==> src/rtl/core/cpgv_pkg.sv <==
// Package for the coil pulse and gate velocity block.
// Holds phase codes, register indexes, reset values and the controller/datapath
// command and status types. Depends on nothing.
package cpgv_pkg;

   localparam int unsigned VEL_W   = 16;
   localparam int unsigned PHASE_W = 3;
   localparam int unsigned CSR_IDX_W  = 8;
   localparam int unsigned CSR_DATA_W = 16;

   localparam logic [PHASE_W-1:0] PH_IDLE    = 3'd0;
   localparam logic [PHASE_W-1:0] PH_FIRING  = 3'd1;
   localparam logic [PHASE_W-1:0] PH_STOPPED = 3'd2;
   localparam logic [PHASE_W-1:0] PH_WAITING = 3'd3;
   localparam logic [PHASE_W-1:0] PH_CALC    = 3'd4;

   localparam logic [CSR_IDX_W-1:0] REG_ON_TIME = 8'd0;
   localparam logic [CSR_IDX_W-1:0] REG_SPACING = 8'd1;

   localparam logic [15:0] ON_TIME_RESET = 16'd2000;
   localparam logic [7:0]  SPACING_RESET = 8'd20;
   localparam logic [VEL_W-1:0] VEL_MAX  = 16'hFFFF;

   typedef struct packed {
      logic step;
      logic div_load;
      logic div_step;
      logic div_done;
      logic load_out;
   } cmd_type;

   typedef struct packed {
      logic calc_due;
   } status_type;

endpackage

==> src/rtl/core/coil_pulse_and_gate_velocity_fsm.sv <==
// Top level of the coil pulse and gate velocity block.
// Instantiates cpgv_ctrl and cpgv_datapath; depends on cpgv_pkg.
//
// Each request on the req_ channel is one millisecond tick carrying the fire
// button and the two light-gate levels. Every request gives exactly one
// response on the rsp_ channel with the coil drive, the phase, the last
// measured velocity (unsigned, VELOCITY_FRACTION_BITS fraction bits,
// saturated at 65535) and a flag marking a freshly computed velocity.
// A tick that needs no division passes from idle through the wait state into
// the output register, and the next request can be taken when it is loaded.
// A tick that completes a measurement first runs the serial restoring divider,
// which forms 8 + VELOCITY_FRACTION_BITS quotient bits, one per cycle.
// Requests are processed one at a time; the response sits in an output
// register, so a further request is taken while a response waits. If the
// receiver stalls, a second finished response waits inside the block and no
// more requests are taken until the output register frees.
// The csr_ port writes the on-time limit (index 0) and gate spacing (index 1)
// and is always ready. Synchronous reset returns the controller and phase machine
// to idle with on-time 2000 ms, spacing 20 mm and the tick counter at zero.
module coil_pulse_and_gate_velocity_fsm #(
   parameter int unsigned TIME_WIDTH             = 32,
   parameter int unsigned VELOCITY_FRACTION_BITS = 8
) (
   input  logic                                clock,
   input  logic                                reset,
   input  logic                                req_tvalid,
   output logic                                req_tready,
   // [0] button_pressed, [1] gate1_blocked, [2] gate2_blocked, [7:3] zero.
   input  logic [7:0]                          req_tdata,
   output logic                                rsp_tvalid,
   input  logic                                rsp_tready,
   // [0] coil_on, [3:1] phase, [19:4] velocity_q8, [20] velocity_fresh, [23:21] zero.
   output logic [23:0]                         rsp_tdata,
   input  logic                                csr_valid,
   output logic                                csr_ready,
   input  logic [cpgv_pkg::CSR_IDX_W-1:0]      csr_index,
   input  logic [cpgv_pkg::CSR_DATA_W-1:0]     csr_wdata
);

   cpgv_pkg::cmd_type            cmd;
   cpgv_pkg::status_type         status;
   logic                         coil_on;
   logic [cpgv_pkg::PHASE_W-1:0] phase;
   logic [cpgv_pkg::VEL_W-1:0]   velocity_q8;
   logic                         velocity_fresh;

   assign csr_ready = 1'b1;

   cpgv_ctrl #(
      .DIV_STEPS (8 + VELOCITY_FRACTION_BITS)
   ) u_ctrl (
      .clock      (clock),
      .reset      (reset),
      .req_tvalid (req_tvalid),
      .req_tready (req_tready),
      .rsp_tvalid (rsp_tvalid),
      .rsp_tready (rsp_tready),
      .status     (status),
      .cmd        (cmd)
   );

   cpgv_datapath #(
      .TIME_WIDTH             (TIME_WIDTH),
      .VELOCITY_FRACTION_BITS (VELOCITY_FRACTION_BITS)
   ) u_datapath (
      .clock          (clock),
      .reset          (reset),
      .csr_write      (csr_valid && csr_ready),
      .csr_index      (csr_index),
      .csr_wdata      (csr_wdata),
      .button_pressed (req_tdata[0]),
      .gate1_blocked  (req_tdata[1]),
      .gate2_blocked  (req_tdata[2]),
      .cmd            (cmd),
      .status         (status),
      .coil_on        (coil_on),
      .phase          (phase),
      .velocity_q8    (velocity_q8),
      .velocity_fresh (velocity_fresh)
   );

   assign rsp_tdata = {3'b000, velocity_fresh, velocity_q8, phase, coil_on};

endmodule

==> src/rtl/core/cpgv_ctrl.sv <==
// Sequencing controller for the coil pulse and gate velocity block.
// Runs the request handshake, the divider iterations and the result register.
// Depends on cpgv_pkg.
module cpgv_ctrl #(
   parameter int unsigned DIV_STEPS = 16
) (
   input  logic                  clock,
   input  logic                  reset,
   input  logic                  req_tvalid,
   output logic                  req_tready,
   output logic                  rsp_tvalid,
   input  logic                  rsp_tready,
   input  cpgv_pkg::status_type  status,
   output cpgv_pkg::cmd_type     cmd
);

   localparam int unsigned CNT_W = $clog2(DIV_STEPS);
   localparam logic [CNT_W-1:0] CNT_LAST = CNT_W'(DIV_STEPS - 1);

   localparam logic [1:0] ST_IDLE = 2'd0;
   localparam logic [1:0] ST_DIV  = 2'd1;
   localparam logic [1:0] ST_WAIT = 2'd2;

   logic [1:0]       state_ff, state_in;
   logic [CNT_W-1:0] cnt_ff, cnt_in;
   logic             rsp_valid_ff, rsp_valid_in;
   logic             accept;
   logic             slot_free;

   assign req_tready = (state_ff == ST_IDLE);
   assign accept     = req_tvalid && req_tready;
   assign slot_free  = !rsp_valid_ff || rsp_tready;
   assign rsp_tvalid = rsp_valid_ff;

   always_comb begin
      state_in     = state_ff;
      cnt_in       = cnt_ff;
      rsp_valid_in = rsp_valid_ff;
      cmd          = '0;
      if (rsp_valid_ff && rsp_tready) begin
         rsp_valid_in = 1'b0;
      end
      case (state_ff)
         ST_IDLE: begin
            if (accept) begin
               cmd.step = 1'b1;
               if (status.calc_due) begin
                  cmd.div_load = 1'b1;
                  cnt_in       = '0;
                  state_in     = ST_DIV;
               end else begin
                  state_in = ST_WAIT;
               end
            end
         end
         ST_DIV: begin
            cmd.div_step = 1'b1;
            cnt_in       = cnt_ff + 1'b1;
            if (cnt_ff == CNT_LAST) begin
               cmd.div_done = 1'b1;
               state_in     = ST_WAIT;
            end
         end
         ST_WAIT: begin
            if (slot_free) begin
               cmd.load_out = 1'b1;
               rsp_valid_in = 1'b1;
               state_in     = ST_IDLE;
            end
         end
         default: begin
            state_in = ST_IDLE;
         end
      endcase
   end

   always_ff @(posedge clock) begin
      if (reset) begin
         state_ff     <= ST_IDLE;
         cnt_ff       <= '0;
         rsp_valid_ff <= 1'b0;
      end else begin
         state_ff     <= state_in;
         cnt_ff       <= cnt_in;
         rsp_valid_ff <= rsp_valid_in;
      end
   end

   a_accept_leaves_idle: assert property (@(posedge clock) disable iff (reset)
      accept |=> (state_ff != ST_IDLE))
      else $error("controller stayed idle after taking a request");

   a_div_ends: assert property (@(posedge clock) disable iff (reset)
      (state_ff == ST_DIV && cnt_ff == CNT_LAST) |=> (state_ff == ST_WAIT))
      else $error("divider did not finish after its last step");

   a_load_sets_valid: assert property (@(posedge clock) disable iff (reset)
      cmd.load_out |=> rsp_valid_ff)
      else $error("result register loaded without raising valid");

   a_one_cmd: assert property (@(posedge clock) disable iff (reset)
      $onehot0({cmd.step, cmd.div_step, cmd.load_out}))
      else $error("controller issued conflicting commands");

endmodule

==> src/rtl/core/cpgv_datapath.sv <==
// Datapath for the coil pulse and gate velocity block: configuration
// registers, phase machine state, timestamps, serial divider and result register.
// Depends on cpgv_pkg.
module cpgv_datapath #(
   parameter int unsigned TIME_WIDTH             = 32,
   parameter int unsigned VELOCITY_FRACTION_BITS = 8
) (
   input  logic                                clock,
   input  logic                                reset,
   input  logic                                csr_write,
   input  logic [cpgv_pkg::CSR_IDX_W-1:0]      csr_index,
   input  logic [cpgv_pkg::CSR_DATA_W-1:0]     csr_wdata,
   input  logic                                button_pressed,
   input  logic                                gate1_blocked,
   input  logic                                gate2_blocked,
   input  cpgv_pkg::cmd_type                   cmd,
   output cpgv_pkg::status_type                status,
   output logic                                coil_on,
   output logic [cpgv_pkg::PHASE_W-1:0]        phase,
   output logic [cpgv_pkg::VEL_W-1:0]          velocity_q8,
   output logic                                velocity_fresh
);

   localparam int unsigned NUM_W = 8 + VELOCITY_FRACTION_BITS;
   localparam int unsigned DW    = ((TIME_WIDTH > NUM_W) ? TIME_WIDTH : NUM_W) + 1;
   localparam int unsigned QX_W  = NUM_W + cpgv_pkg::VEL_W;

   logic [15:0]                    on_time_ff;
   logic [7:0]                     spacing_ff;
   logic [cpgv_pkg::PHASE_W-1:0]   phase_ff, phase_in;
   logic [TIME_WIDTH-1:0]          tick_ff, fire_ff, fire_in, g1t_ff, g1t_in, g2t_ff, g2t_in;
   logic [1:0]                     cap_ff, cap_in;
   logic                           coil_ff, coil_in;
   logic [cpgv_pkg::VEL_W-1:0]     vel_ff;
   logic                           fresh_ff;
   logic [DW-1:0]                  rem_ff, den_ff, rem_sh, rem_in;
   logic [NUM_W-1:0]               num_ff, quo_ff, quo_in;
   logic                           dzero_ff;
   logic                           out_coil_ff, out_fresh_ff;
   logic [cpgv_pkg::PHASE_W-1:0]   out_phase_ff;
   logic [cpgv_pkg::VEL_W-1:0]     out_vel_ff;
   logic [TIME_WIDTH-1:0]          elapsed, dt;
   logic [QX_W-1:0]                quo_ext;
   logic [cpgv_pkg::VEL_W-1:0]     vel_sat;

   assign elapsed = tick_ff - fire_ff;
   assign dt      = g2t_ff - g1t_ff;
   assign status.calc_due = (phase_ff == cpgv_pkg::PH_CALC) && (cap_ff == 2'b11);

   always_comb begin
      phase_in = phase_ff;
      fire_in  = fire_ff;
      g1t_in   = g1t_ff;
      g2t_in   = g2t_ff;
      cap_in   = cap_ff;
      coil_in  = coil_ff;
      case (phase_ff)
         cpgv_pkg::PH_IDLE: begin
            if (button_pressed) begin
               coil_in  = 1'b1;
               fire_in  = tick_ff;
               phase_in = cpgv_pkg::PH_FIRING;
            end
            if (gate1_blocked) begin
               g1t_in   = tick_ff;
               cap_in   = cap_ff | 2'b01;
               phase_in = cpgv_pkg::PH_WAITING;
            end
         end
         cpgv_pkg::PH_FIRING: begin
            if (elapsed >= TIME_WIDTH'(on_time_ff)) begin
               phase_in = cpgv_pkg::PH_STOPPED;
            end
            if (gate1_blocked) begin
               coil_in  = 1'b0;
               g1t_in   = tick_ff;
               cap_in   = cap_ff | 2'b01;
               phase_in = cpgv_pkg::PH_WAITING;
            end
         end
         cpgv_pkg::PH_STOPPED: begin
            coil_in = 1'b0;
            if (gate1_blocked) begin
               g1t_in   = tick_ff;
               cap_in   = cap_ff | 2'b01;
               phase_in = cpgv_pkg::PH_WAITING;
            end
            if (!button_pressed) begin
               phase_in = cpgv_pkg::PH_IDLE;
            end
         end
         cpgv_pkg::PH_WAITING: begin
            if (gate2_blocked) begin
               g2t_in   = tick_ff;
               cap_in   = cap_ff | 2'b10;
               phase_in = cpgv_pkg::PH_CALC;
            end
         end
         cpgv_pkg::PH_CALC: begin
            if (cap_ff == 2'b11) begin
               cap_in = 2'b00;
            end
            if (!gate2_blocked) begin
               phase_in = cpgv_pkg::PH_IDLE;
            end
         end
         default: begin
            phase_in = cpgv_pkg::PH_IDLE;
         end
      endcase
   end

   // Restoring division: one quotient bit per step, numerator bits shifted in from the top.
   always_comb begin
      rem_sh = {rem_ff[DW-2:0], num_ff[NUM_W-1]};
      if (rem_sh >= den_ff) begin
         rem_in = rem_sh - den_ff;
         quo_in = {quo_ff[NUM_W-2:0], 1'b1};
      end else begin
         rem_in = rem_sh;
         quo_in = {quo_ff[NUM_W-2:0], 1'b0};
      end
      quo_ext = QX_W'(quo_in);
      if (dzero_ff || (quo_ext > QX_W'(cpgv_pkg::VEL_MAX))) begin
         vel_sat = cpgv_pkg::VEL_MAX;
      end else begin
         vel_sat = quo_ext[cpgv_pkg::VEL_W-1:0];
      end
   end

   always_ff @(posedge clock) begin
      if (reset) begin
         on_time_ff <= cpgv_pkg::ON_TIME_RESET;
         spacing_ff <= cpgv_pkg::SPACING_RESET;
         phase_ff   <= cpgv_pkg::PH_IDLE;
         tick_ff    <= '0;
         fire_ff    <= '0;
         g1t_ff     <= '0;
         g2t_ff     <= '0;
         cap_ff     <= 2'b00;
         coil_ff    <= 1'b0;
         vel_ff     <= '0;
         fresh_ff   <= 1'b0;
      end else begin
         if (csr_write && (csr_index == cpgv_pkg::REG_ON_TIME)) begin
            on_time_ff <= csr_wdata;
         end
         if (csr_write && (csr_index == cpgv_pkg::REG_SPACING)) begin
            spacing_ff <= csr_wdata[7:0];
         end
         if (cmd.step) begin
            phase_ff <= phase_in;
            tick_ff  <= tick_ff + 1'b1;
            fire_ff  <= fire_in;
            g1t_ff   <= g1t_in;
            g2t_ff   <= g2t_in;
            cap_ff   <= cap_in;
            coil_ff  <= coil_in;
            fresh_ff <= 1'b0;
         end
         if (cmd.div_done) begin
            vel_ff   <= vel_sat;
            fresh_ff <= 1'b1;
         end
      end
   end

   always_ff @(posedge clock) begin
      if (cmd.div_load) begin
         rem_ff   <= '0;
         quo_ff   <= '0;
         den_ff   <= DW'(dt);
         num_ff   <= NUM_W'(spacing_ff) << VELOCITY_FRACTION_BITS;
         dzero_ff <= (dt == '0);
      end else if (cmd.div_step) begin
         rem_ff <= rem_in;
         quo_ff <= quo_in;
         num_ff <= num_ff << 1;
      end
      if (cmd.load_out) begin
         out_coil_ff  <= coil_ff;
         out_phase_ff <= phase_ff;
         out_vel_ff   <= vel_ff;
         out_fresh_ff <= fresh_ff;
      end
   end

   assign coil_on        = out_coil_ff;
   assign phase          = out_phase_ff;
   assign velocity_q8    = out_vel_ff;
   assign velocity_fresh = out_fresh_ff;

endmodule

==> config.mk <==
export PLATFORM = sky130hd
export DESIGN_NAME = coil_pulse_and_gate_velocity_fsm
export DESIGN_NICKNAME = d
export VERILOG_FILES = /design/src/rtl/core/cpgv_pkg.sv /design/src/rtl/core/coil_pulse_and_gate_velocity_fsm.sv /design/src/rtl/core/cpgv_ctrl.sv /design/src/rtl/core/cpgv_datapath.sv
export SDC_FILE = /design/constraint.sdc
export NUM_CORES = 1
export LEC_CHECK = 0
export ABC_AREA = 1
export BUFFER_PORTS_ARGS = -buffer_cell sky130_fd_sc_hd__buf_2
export CAP_MARGIN = 20
export CORE_MARGIN = 2
export CORE_UTILIZATION = 57
export DETAILED_ROUTE_END_ITERATION = 10
export GPL_ROUTABILITY_DRIVEN = 0
export PLACE_DENSITY = 0.89
export SETUP_SLACK_MARGIN = 0.5
export SLEW_MARGIN = 30
export SYNTH_ARGS = -nofsm -noshare
export SYNTH_HDL_FRONTEND = slang
export SYNTH_SLANG_ARGS = --single-unit
==> constraint.sdc <==
create_clock -name clock -period 3.17 [get_ports clock]
set_input_delay 0.951 -clock clock [delete_from_list [all_inputs] [get_ports clock]]
set_output_delay 0.951 -clock clock [all_outputs]
set_load 0.01 [all_outputs]
==> run metrics <==
die area 0.0321 mm²; synth warn 0; Nets between 2000 and 3000; final setup violation count 3; Ports 64; crit-path max FO 6; Slew HR about 52%; start of the worst register-to-register path u_datapath.tick_ff[0]; minimum clock period about 3.2 ns; Clock Path Buffers 3; unrepaired setup endpoints after global routing yes; initial antenna violation count 0; r2r worst-path depth 25; Worst Setup End Kind flip-flop; vias per cell between 5 and 6; failing checks setup timing; CP Class reg -> reg; Worst Path Arrival between 3 and 4 ns; Req. time, crit path between 3 and 4 ns; Leak approximately 9.5 nW; average routed wire per standard cell between 15 and 20 µm; synth unique cells 52; Setup WS pre-CTS -0.0486 ns; final hold vios 0; Reg clk slew, reported paths 0.07 ns; worst setup margin -0.0410 ns; Avg Cell Area, Syn just over 7 µm²; DRC viols 0; pwr/cell area roughly 530 mW/mm²; period utilization 101%; largest net degree at the start of global routing about 160; Post-synth top flop dfxtp_1; Max Slew Vio Count 0; Tot GR Track Use about 28%; first-pass GRT wire length approximately 74 mm; Pre-antenna DRT Iters 6; Hold Slack about 0.43 ns; # rows 64; dpl cells between 2000 and 3000; CTS Root Cell clkbuf_16; vias in the first global route about 16000; DIE WIDTH 179 µm; Peak Freq slightly above 300 MHz; r2r setup slk -0.04 ns; clock skew 0.0121 ns; CP startpoint u_datapath.tick_ff[0]; Initial Util between 50 and 60%; Syn-to-layout area delta 15.2%; H-Tree Depth 1; HP Class reg -> reg; end point of the critical path u_datapath.phase_ff[2]; grt total ovfl 0; max_cap viols 0; Inserted Diodes 0; fraction of layout cells with a size suffix above 1 between 10% and 20%; CTS tree built; Setup TNS -0.0633 ns; routed via count around 17000; later-pin clock latency in the skew report 0.57 ns; Layout Cells excl Fill between 2000 and 3000; EDFF count, synth 62; Core ar. slightly above 0.03 mm²; worst-margin pin slew approximately 0.71 ns; synthesized area ~0.017 mm²; maximum vdd drop 0.446 mV; Routed Antenna Nets 0; DIE HEIGHT between 150 and 200 µm; Port-buffer cells 54; clk sinks between 200 and 300; total wire length between 40 and 50 mm; HPWL after DPL around 32 mm; Post-synth ARST share 0%; Critical Path Start Type flip-flop; final total power approximately 0.011 W; Detailed Route Iter0 Violations around 2100; FF-to-FF End u_datapath.phase_ff[2]; outcome finished with violations; Seq cells post-synth a little under 300; register area share after synthesis around 37%; Cells after Synth about 2500; Num CTS Buffers 29; filler instances approximately 2200
[registers in the layout (all words and copies together) (netlist names), 32 cells and up]
register and cells:
u_datapath.g2t_ff 32, u_datapath.den_ff 32, u_datapath.fire_ff 32, u_datapath.g1t_ff 32
u_datapath.tick_ff 32, u_datapath.rem_ff 32
[cell usage in the layout (no fill, tap or decap), drive strengths merged]
master	n
nor3	37
a31oi	5
a211oi	6
clkinvlp	2
nor4	14
nand4	21
o21a	8
ha	112
buf	121
bufinv	3
a21boi	7
o22ai	15
dfxtp	229
xnor2	19
fa	3
clkinv	7
a21o	5
or2	2
o211ai	11
a311o	1
a221oi	4
a21oi	243
edfxtp	62
or4	1
nor2	187
o21bai	15
nand3	105
inv	397
nand2	583
nand3b	42
clkbuf	42
conb	4
xor2	52
nor3b	1
o21ai	195
[logic make-up (layout without fill, tap and decap cells)]
| logic type | count (synthesis) | in the layout | synth area share (%) |
|---|---|---|---|
| fa+ha+maj | 115 | 115 | 8.37 |
| other cells | 2 | 4 | 0.0430 |
| xor+xnor | 71 | 71 | 3.56 |
| flops | 291 | 291 | 36.9 |
| compound gates | 515 | 515 | 16.0 |
| buf+inv | 469 | 572 | 10.5 |
| simple gates | 992 | 993 | 24.6 |
[per-layer routing]
metal	track usage, %	vias to the layer above	share of wire, %
li1	-	8154	-
met1	33.9	7909	39
met2	49.4	990	48
met3	4.30	226	8.7
met4	11.2	0	5.0
met5	0	-	0
[layout make-up]
cell class	count	area (µm²)	share of cell area, %
tap	396	495	2.46
timing repair buffer	121	818	4.07
clock inverter	12	166	0.827
inverter	397	1490	7.42
multi-input combinational	1698	9820	48.8
sequential	291	6460	32.1
clock buffer	42	855	4.25
[how the worst min path moves through the flow]
stage / cells after the start / start / endpoint / slack [ns]
floorplan: 0 / u_datapath.phase_ff[2] / u_datapath.phase[2] / 0.40
global placement: 0 / u_datapath.vel_ff[8] / u_datapath.velocity_q8[8] / 0.41
detailed placement: 0 / u_datapath.vel_ff[9] / u_datapath.velocity_q8[9] / 0.41
CTS: 0 / u_datapath.vel_ff[9] / u_datapath.velocity_q8[9] / 0.43
global route: 0 / u_datapath.vel_ff[9] / u_datapath.velocity_q8[9] / 0.44
finish: 0 / u_datapath.vel_ff[2] / u_datapath.velocity_q8[2] / 0.43
[per-stage QoR]
step / utilization [%] / cell area, µm²
2_1_floorplan: - / 17500
3_3_place_gp: 60.2 / 18300
3_5_place_dp: 60.2 / 18300
4_1_cts: 64.5 / 19600
5_1_grt: 66.3 / 20100
6_report: 66.3 / 20100
[report_power, final]
part	internal (W)	total, W	switching (W)
combinational	0.00107	0.00289	0.00182
clock	0.00213	0.00365	0.00152
sequential	0.00399	0.00412	0.000125
[timing repair]
| action | CTS | global route |
|---|---|---|
| gates cloned | 0 | 1 |
| endpoints found under the setup margin | 14 | 42 |
| endpoints found under the hold margin | 0 | 0 |
| gates resized for setup | 37 | 92 |
| pin swaps | 16 | 37 |
| hold buffers | 0 | 0 |
| setup buffers | 11 | 18 |
[worst max-delay path, stage by stage (launching register included)]
cell and delay [ns]:
dfxtp_2 0.34, inv_2 0.05, ha_4 0.16, fa_2 0.35, inv_2 0.07, nand3_2 0.10, nand3_4 0.10, nand2_2 0.05
nand2_2 0.07, nand2_2 0.05, nand2_2 0.07, xor2_1 0.18, ha_1 0.26, nand2_1 0.08, nor2_1 0.05, nor2_1 0.13
nand3_1 0.11, nor2_2 0.10, nand2_1 0.06, nor2_1 0.09, nand2_1 0.07, nor2_2 0.13, nand3_4 0.17, nand3_2 0.11
nand2_1 0.07, nor2_1 0.12
[cells in the mapped netlist, types with 30 or more instances]
library cell / count / share of area (%)
xor2_1: 52 / 2.6
nor3_1: 30 / 0.86
a21oi_1: 241 / 6.9
nand2_1: 573 / 12
nand3b_1: 42 / 1.8
o21ai_0: 187 / 5.4
clkbuf_1: 48 / 1.0
inv_1: 392 / 8.4
ha_1: 112 / 8.0
nand3_1: 101 / 2.9
nor2_1: 181 / 3.9
edfxtp_1: 62 / 11
dfxtp_1: 229 / 26
No activity file was read; power rests on OpenSTA's default activity.
